==> src/swm_pkg.sv <==
// ---------------------------------------------------------------------------
// swm_pkg
// Shared types and constants of the sliding-window median filter.
// ---------------------------------------------------------------------------
`default_nettype none

package swm_pkg;

  localparam int RING_DEPTH_DEF   = 32;
  localparam int SAMPLE_WIDTH_DEF = 24;

  localparam int              WIN_W     = 6;
  localparam logic [WIN_W-1:0] WIN_RESET = 6'd32;

  // per-cycle command to the sorted cell row
  typedef struct packed {
    logic ins;   // insert new sample, drop the oldest
    logic rot;   // rotate row one place toward cell 0
  } cell_ctl_t;

  // command to the rank selector
  typedef struct packed {
    logic clr;   // start of a new scan
    logic step;  // tap holds a valid sorted element
  } rank_ctl_t;

endpackage

`default_nettype wire

==> src/swm_rank.sv <==
// ---------------------------------------------------------------------------
// swm_rank
// Counts in-window elements as the sorted row streams past and captures the
// two middle ranks.
// ---------------------------------------------------------------------------
`default_nettype none

module swm_rank
  import swm_pkg::*;
#(
  parameter int SAMPLE_WIDTH = SAMPLE_WIDTH_DEF,
  parameter int RING_DEPTH   = RING_DEPTH_DEF
) (
  input  wire logic                                   clk,
  input  wire logic                                   rst_n,
  input  wire rank_ctl_t                              ctl,
  input  wire logic        [$clog2(RING_DEPTH+1)-1:0] win_n,
  input  wire logic signed [SAMPLE_WIDTH-1:0]         tap_value,
  input  wire logic        [$clog2(RING_DEPTH)-1:0]   tap_age,
  output logic signed      [SAMPLE_WIDTH-1:0]         lo,
  output logic signed      [SAMPLE_WIDTH-1:0]         hi
);

  localparam int NW = $clog2(RING_DEPTH + 1);

  logic        [NW-1:0]           rank_r;
  logic signed [SAMPLE_WIDTH-1:0] lo_r, hi_r;
  logic        [NW-1:0]           k_lo, k_hi;
  logic                           in_win;

  assign k_lo   = (win_n - NW'(1)) >> 1;
  assign k_hi   = win_n >> 1;
  assign in_win = NW'(tap_age) < win_n;
  assign lo     = lo_r;
  assign hi     = hi_r;

  always_ff @(posedge clk) begin
    if (!rst_n) begin
      rank_r <= '0;
    end else if (ctl.clr) begin
      rank_r <= '0;
    end else if (ctl.step && in_win) begin
      rank_r <= rank_r + NW'(1);
    end
  end

  always_ff @(posedge clk) begin
    if (ctl.step && in_win) begin
      if (rank_r == k_lo) begin
        lo_r <= tap_value;
      end
      if (rank_r == k_hi) begin
        hi_r <= tap_value;
      end
    end
  end

endmodule

`default_nettype wire

==> config.mk <==
export PLATFORM = sky130hd
export DESIGN_NAME = swm_rank
export DESIGN_NICKNAME = d
export VERILOG_FILES = /design/src/swm_pkg.sv /design/src/swm_rank.sv
export SDC_FILE = /design/constraint.sdc
export NUM_CORES = 1
export LEC_CHECK = 0
export ABC_CLOCK_PERIOD_IN_PS = 5700
export BUFFER_PORTS_ARGS = -buffer_cell sky130_fd_sc_hd__buf_2
export CAP_MARGIN = 10
export CORE_MARGIN = 3
export CORE_UTILIZATION = 50
export DETAILED_ROUTE_END_ITERATION = 7
export HOLD_SLACK_MARGIN = 0.12
export PLACE_DENSITY = 0.92
export RECOVER_POWER = 100
export SLEW_MARGIN = 20
export SYNTH_ARGS = -nofsm -noshare
export SYNTH_HDL_FRONTEND = slang
export SYNTH_SLANG_ARGS = --single-unit
==> constraint.sdc <==
create_clock -name clk -period 5.7 [get_ports clk]
set_clock_uncertainty 0.05 [all_clocks]
set_input_delay 1.71 -clock clk [delete_from_list [all_inputs] [get_ports clk]]
set_output_delay 1.71 -clock clk [all_outputs]
set_load 0.005 [all_outputs]
==> flow_metrics.tcl <==
set metrics [dict create \
    critPathLaunch "win_n[3]" \
    fp.dieW_um 69.5 \
    hold_class "reg2reg" \
    grt_pass1_wl_um 6000 \
    seq_area_frac_synth 0.774 \
    areaGrowthSynthToFinish_pct 27.8 \
    syn_avg_cell_area_um2 16.5 \
    die_area_mm2 0.00483 \
    dr_total_vias 1331 \
    cts.sinks 54 \
    vias_per_cell 5.08 \
    gp_congestion 0.757 \
    synth_cell_types 29 \
    ant_nets 0 \
    htreeDepth 2 \
    ys.flop_type "edfxtp_1" \
    avgRoutedWirePerCell_um 14.3 \
    final_area_mm2 0.00258 \
    utilization 0.684 \
    final-hold-violation-count 0 \
    fin_crit_ps 4330 \
    worstSetupPathType "in2reg" \
    wirelength_um 3750 \
    drt-pass1-iter-count 4 \
    worst_r2r_path_depth 4 \
    hold_start "rank_r[4]" \
    num-nets-final 258 \
    hold_buffers 0 \
    path_clk_slew_ps 90 \
    violations "max-capacitance violations, max-slew violations" \
    synth_edf_count 48 \
    drcViolationCount 0 \
    hpwl_um 2950 \
    cts_tree "yes" \
    ioPinCount 87 \
    root_buffer "clkbuf_8" \
    postCtsSetupBuffers 0 \
    cts_buffer_depth 2 \
    grt_pass1_vias 1311 \
    r2r-end "hi[20]" \
    n_antenna_cell 0 \
    finalCritPeriodShare 0.760 \
    dpl.cell_count 254 \
    r2r_start "rank_r[2]" \
    worst_slew_pin_slew_ps 1510 \
    dpl_cell_area_mm2 0.00250 \
    arrival_ps 4180 \
    grt_max_degree 25 \
    hold_ws_ps 493 \
    async_flop_share 0 \
    status "finished, violations left" \
    rsz0062_at_grt "false" \
    io_buffers 86 \
    fp.coreArea_mm2 0.00377 \
    critPathMaxFanout 24 \
    drive_above_1_share 0.257 \
    setup_tns_ps 0 \
    ir_drop_uv 187 \
    syn_area_mm2 0.00202 \
    synth_seq_cells 54 \
    end_kind "flip-flop" \
    max_cap_viol_count 1 \
    rrSetupSlack_ps 3160 \
    syn_inst 122 \
    powerDensity_mw_per_mm2 294 \
    setup_viol 0 \
    clock.fmax_ghz 0.231 \
    grt_overflow 0 \
    stdcell_count 262 \
    slew_viol_final 25 \
    drt_iter0_drc 65 \
    yosysWarningCount 0 \
    antenna_found_initial 0 \
    syn_nets 167 \
    crit_end "hi[20]" \
    start_util 0.535 \
    die-height_um 69.5 \
    critPathRequiredTime_ps 5550 \
    rows 22 \
    ctsResizeCount 0 \
    slew_headroom -0.00590 \
    layout_common_cells "edfxtp_1, buf_2, clkbuf_1, inv_1" \
    start_kind "input port" \
    p_leak_nw 0.965 \
    grt_usage 0.158 \
    cts_buffers 5 \
    clkLatencyLatePin_ps 290 \
]
==> per-layer routing <==
metal	vias to the layer above	routed length, um	GRT usage
li1	638	-	-
met1	626	1540	0.191
met2	65	1840	0.272
met3	2	348	0.0623
met4	0	18	0.0282
met5	-	0	0
==> logic make-up after synthesis <==
kind of cell               synth area share
xor gates and xnor gates             0.0434
buffers and inverters                0.0242
muxes                               0.00496
DFF                                   0.774
AOI/OAI and AO/OA                    0.0434
adders and majority gates            0.0372
and+or+nand+nor                      0.0732
==> cells in the mapped netlist (3+ instances only) <==
| cell type | instances | share of area |
|---|---|---|
| nand3_1 | 3 | 0.0074 |
| edfxtp_1 | 48 | 0.71 |
| o211ai_1 | 3 | 0.011 |
| nand2_1 | 3 | 0.0056 |
| xnor2_1 | 6 | 0.026 |
| nand4_1 | 3 | 0.0093 |
| a21oi_1 | 3 | 0.0074 |
| ha_1 | 6 | 0.037 |
| nand2b_1 | 3 | 0.0093 |
| o21ai_0 | 3 | 0.0074 |
| nor2_1 | 4 | 0.0074 |
| inv_1 | 8 | 0.015 |
| xor2_1 | 4 | 0.017 |
| dfxtp_1 | 6 | 0.060 |
| nor3_1 | 3 | 0.0074 |
==> flip-flops by register name (all words and copies together) (netlist names) <==
signal	cells
hi	24
lo	24
rank_r	6
==> worst min-delay path by stage <==
stage                     end  cells past startpoint
global route        rank_r[4]                      2
global placement    rank_r[4]                      2
floorplan           rank_r[4]                      2
detailed placement  rank_r[4]                      2
CTS                 rank_r[4]                      2
finish              rank_r[4]                      2
==> stage by stage <==
stage	total power, W	worst slack, ps
final	0.000758	1370
after global routing	0.000793	1120
after CTS	0.000767	1790
after detailed placement	0.000488	1470
after global placement	0.000485	1610
after floorplan	0.000464	1980
==> cell type report <==
cell class,count,area [um^2]
clock buffer,5,68.8
clock inverter,3,63.8
fill,295,1190
inverter,8,30.0
multi-input combinational,57,408
sequential,54,1560
tap,48,60.1
timing repair buffer,87,387
==> worst max-delay path, stage by stage <==
cell and delay, ps:
clkbuf_1 160, inv_1 70, ha_1 310, a21oi_1 150, o311a_1 150, o41ai_1 60
clkbuf_1 230, nor2_1 180, and2_0 1160
==> power breakdown <==
group	internal (W)	leakage, nW	switching, W
logic	0.0000184	0.419	0.0000219
clock network	0.000174	0.0658	0.000109
registers	0.000434	0.481	0.00000177
total	0.000625	0.965	0.000133
(Power assumes the default switching activity.)
