`src/swm_pkg.sv`:
```
// ---------------------------------------------------------------------------
// swm_pkg
// Shared types and constants of the sliding-window median filter.
// ---------------------------------------------------------------------------
`default_nettype none

package swm_pkg;

  localparam int RING_DEPTH_DEF   = 32;
  localparam int SAMPLE_WIDTH_DEF = 24;

  localparam int              WIN_W     = 6;
  localparam logic [WIN_W-1:0] WIN_RESET = 6'd32;

  // per-cycle command to the sorted cell row
  typedef struct packed {
    logic ins;   // insert new sample, drop the oldest
    logic rot;   // rotate row one place toward cell 0
  } cell_ctl_t;

  // command to the rank selector
  typedef struct packed {
    logic clr;   // start of a new scan
    logic step;  // tap holds a valid sorted element
  } rank_ctl_t;

endpackage

`default_nettype wire

```
`src/swm_cell.sv`:
```
// ---------------------------------------------------------------------------
// swm_cell
// One place of the sorted row: holds a sample and its age, takes part in
// insert/evict and in the rotation that streams the row out.
// ---------------------------------------------------------------------------
`default_nettype none

module swm_cell
  import swm_pkg::*;
#(
  parameter int SAMPLE_WIDTH = SAMPLE_WIDTH_DEF,
  parameter int RING_DEPTH   = RING_DEPTH_DEF,
  parameter int INDEX        = 0
) (
  input  wire logic                                  clk,
  input  wire logic                                  rst_n,
  input  wire cell_ctl_t                             ctl,
  input  wire logic signed [SAMPLE_WIDTH-1:0]        sample,
  input  wire logic signed [SAMPLE_WIDTH-1:0]        left_value,
  input  wire logic        [$clog2(RING_DEPTH)-1:0]  left_age,
  input  wire logic signed [SAMPLE_WIDTH-1:0]        right_value,
  input  wire logic        [$clog2(RING_DEPTH)-1:0]  right_age,
  input  wire logic                                  right_gt,
  input  wire logic                                  left_lt,
  input  wire logic                                  evb_self,
  input  wire logic                                  evb_left,
  output logic signed      [SAMPLE_WIDTH-1:0]        value,
  output logic             [$clog2(RING_DEPTH)-1:0]  age,
  output logic                                       gt,
  output logic                                       lt,
  output logic                                       ev
);

  localparam int AW = $clog2(RING_DEPTH);

  logic signed [SAMPLE_WIDTH-1:0] value_r, value_nxt;
  logic        [AW-1:0]           age_r, age_nxt;
  logic signed [SAMPLE_WIDTH-1:0] keep_v, shift_v;
  logic        [AW-1:0]           keep_a, shift_a;

  assign value = value_r;
  assign age   = age_r;

  always_comb begin
    gt = value_r > sample;
    ev = age_r == AW'(RING_DEPTH - 1);
    // list with the evicted entry removed, seen from this place
    lt      = !(evb_self ? right_gt : gt);
    keep_v  = evb_self ? right_value : value_r;
    keep_a  = evb_self ? right_age   : age_r;
    shift_v = evb_left ? value_r : left_value;
    shift_a = evb_left ? age_r   : left_age;
    value_nxt = value_r;
    age_nxt   = age_r;
    if (ctl.ins) begin
      if (lt) begin
        value_nxt = keep_v;
        age_nxt   = keep_a + AW'(1);
      end else if (left_lt) begin
        value_nxt = sample;
        age_nxt   = '0;
      end else begin
        value_nxt = shift_v;
        age_nxt   = shift_a + AW'(1);
      end
    end else if (ctl.rot) begin
      value_nxt = right_value;
      age_nxt   = right_age;
    end
  end

  always_ff @(posedge clk) begin
    if (!rst_n) begin
      value_r <= '0;
      age_r   <= AW'(INDEX);
    end else begin
      value_r <= value_nxt;
      age_r   <= age_nxt;
    end
  end

endmodule

`default_nettype wire

```
`config.mk`:
```
export PLATFORM = sky130hd
export DESIGN_NAME = swm_cell
export DESIGN_NICKNAME = d
export VERILOG_FILES = /design/src/swm_pkg.sv /design/src/swm_cell.sv
export SDC_FILE = /design/constraint.sdc
export NUM_CORES = 1
export LEC_CHECK = 0
export ABC_CLOCK_PERIOD_IN_PS = 3500
export BUFFER_PORTS_ARGS = -buffer_cell sky130_fd_sc_hd__buf_2
export CAP_MARGIN = 20
export CORE_MARGIN = 1
export CORE_UTILIZATION = 35
export DETAILED_ROUTE_END_ITERATION = 16
export PLACE_DENSITY = 0.62
export SLEW_MARGIN = 20
export SYNTH_ARGS = -nofsm -noshare
export SYNTH_HDL_FRONTEND = slang
export SYNTH_SLANG_ARGS = --single-unit
```
`constraint.sdc`:
```
create_clock -name clk -period 3.5 [get_ports clk]
set_input_delay 0.7 -clock clk [delete_from_list [all_inputs] [get_ports clk]]
set_output_delay 0.7 -clock clk [all_outputs]
set_load 0.05 [all_outputs]
```
==> results.cfg <==
[status]
outcome = finished, final reports clean

[worst_setup_path]
required_ns = 2.80
crit_arrival_ns = 2.73
cp_max_fo = 3
startpoint_type = primary input
cp-end-kind = output pin
critPathKind = primary input to output pin

[global_route]
gr-total-overflow = 0
track_usage_pct = 18.3
antenna_found_initial = 0
grt_pass1_wl_um = 11200
grt_max_degree = 35
grt_pass1_vias = 2450

[clocking]
cts-root-buf = clkbuf_8
path_clk_slew_ns = 0.06
clk_path_buf_depth = 2
htree_levels = 2
clock-sinks = 29
clk_latency_ns = 0.29
cts_tree = yes
ctsHoldBuffers = 0
cts_buffers = 5

[synthesis]
ys_seq_area_share_pct = 22.1
synth_top_cell_by_area = dfxtp_1
synth_area_leaders = dfxtp_1, ha_1, mux2_4, a22o_1, a21oi_1
synth_top_area_share_pct = 22.1
synth.avg_cell_area_um2 = 8.59
synth_cells = 306
syn_nets = 422
syn_area_mm2 = 0.00263
ys_ff_latch = 29
yosysWarnings = 0
synth_cell_types = 38

[sta]
final-hold-violation-count = 0
tightest_slew_ns = 0.363
max_freq_mhz = 291
final.setup_skew_ns = 0.0108
tns_ns = 0
setup_viol = 0
fin_ws_ns = 0.0681
slew_headroom_pct = 75.8
fin_crit_sh_pct = 98.1
period_needed_ns = 3.43
slew_violations = 0

[placed_design]
dp_hpwl_um = 5440
dpl-instance-area_mm2 = 0.00349
place_ws_ns = -0.165
gp_congestion = 0.846
numPortBuffers = 121

[die]
fp.dieH_um = 88.7
rows = 31
die-area_mm2 = 0.00787
die-width_um = 88.7
start_util_pct = 36.3
core-area_mm2 = 0.00725
io_pins = 122

[drt]
wirelength_um = 7220
vias = 2614
drc = 0
via_per_inst = 4.81
drt_iter0_markers = 62
drtAntennaViolNets = 0
routedWlPerCell_um = 13.3
drtPass1Iterations = 4

[layout]
design_area_mm2 = 0.00393
drive_gt1_share_pct = 53.5
fin_nets = 560
area_delta_synth_final_pct = 49.5
diodes = 0
final_common_cell = buf_2
layout_common_cells = buf_2, a21oi_1, nor2_1

[pwr]
power_density_mw_per_mm2 = 393
peakVddDrop_mv = 0.161
p_leak_nw = 1.94
clockPowerShare_pct = 20.4
seq_power_share_pct = 28.0
switchingPower_w = 0.000640
p_int_w = 0.000904
swShare_pct = 41.5
power_frac_comb_pct = 51.7

[hold_path]
holdCritPathClass = flip-flop to flip-flop

[flow_run]
maxCapViolCount = 0
-- synth_stat cells --
cell type  count
nand4_2        1
mux2_4        18
xor2_1         3
nand4_1        4
dfxtp_1       29
o31ai_2        1
nand3_1        9
a211oi_1       1
o21ai_2        1
o311a_2        1
or4_4          2
a21oi_1       39
nand3b_1       1
mux2_2        13
clkbuf_1      12
and2_1         1
mux2i_1       13
inv_1         30
xnor2_1        4
nor2_1        34
nor4_4         1
a31oi_4        1
a32o_1         1
or4b_4         1
o2bb2ai_1      1
nor3b_1        1
nand2b_1       1
nand2_1       11
a22o_1        23
a21o_1         4
o21ai_0        9
nor2b_1        1
buf_8          2
buf_2          2
ha_1          26
a21boi_0       1
or2_1          1
nor3_1         2
-- final timing paths --
kind,from,to,slack [ns],depth (start not counted)
worst min register to register,value[8]$_SDFFE_PN0P_,value[8]$_SDFFE_PN0P_,0.52,1
worst max register to register,value[22]$_SDFFE_PN0P_,value[3]$_SDFFE_PN0P_,0.26,11
worst max-delay path,sample[5],lt,0.07,11
worst min-delay path,value[8]$_SDFFE_PN0P_,value[8]$_SDFFE_PN0P_,0.52,1
-- layout make-up --
cell class              count  area, µm²
inverters                  30        126
well taps                  99        124
fillers                   715       3320
clock buffers               7       96.3
clock inverters             1       5.00
multi-input cells         231       2140
flip-flops and latches     29        581
repair buffers            147        863
-- registers in the layout (all words and copies together) (netlist names) --
signal,cells
age,5
value,24
-- power groups by stage --
stage	sequential (W)	combinational [W]	clock (W)
finish	0.000432	0.000798	0.000315
global route	0.000438	0.000863	0.000335
CTS	0.000430	0.000793	0.000323
detailed placement	0.000426	0.000722	0
global placement	0.000426	0.000716	0
floorplan	0.000582	0.000359	0
-- cells by family (layout without fill, tap and decap cells) --
group | Yosys count | in the layout | share of synthesized area (%)
buffers and inverters | 46 | 185 | 7.52
adders and majority gates | 26 | 26 | 12.4
muxes | 44 | 44 | 20.8
AOI/OAI and AO/OA | 83 | 83 | 21.3
and+or+nand+nor | 71 | 71 | 13.7
DFF | 29 | 29 | 22.1
xor gates and xnor gates | 7 | 7 | 2.33
-- stage by stage --
step           power [W]  hold slack [ns]  std cells  util [%]
2_1_floorplan   0.000940            0.785        306         -
3_3_place_gp     0.00114            0.495        530      48.2
3_5_place_dp     0.00115            0.497        530      48.2
4_1_cts          0.00155            0.519        543      53.6
5_1_grt          0.00164            0.549        544      54.2
6_report         0.00154            0.523        544      54.2
-- worst max-delay path, stage by stage --
cell        delay [ns]
buf_2             0.10
inv_2             0.07
ha_4              0.20
a21o_1            0.16
nand3_2           0.08
a211oi_2          0.06
or4b_4            0.55
or4_4             0.45
nand3_4           0.11
clkinvlp_4        0.09
buf_8             0.15
-- metal layers --
layer,share of wire [%],wire [µm],track usage (%),vias up
met4,0.71,51,3.52,0
li1,-,-,-,1371
met5,0,0,0,-
met2,46,3330,31.7,74
met3,4.6,331,3.82,5
met1,49,3510,23.6,1164
-- what timing repair did --
| item | CTS | global route |
|---|---|---|
| pin swaps | 12 | 11 |
| hold endpoints to repair | 0 | 0 |
| gates resized for setup | 46 | 7 |
| buffers inserted | 5 | 1 |
| endpoints found under the setup margin | 2 | 3 |
Power figures use the tool's default switching activity.
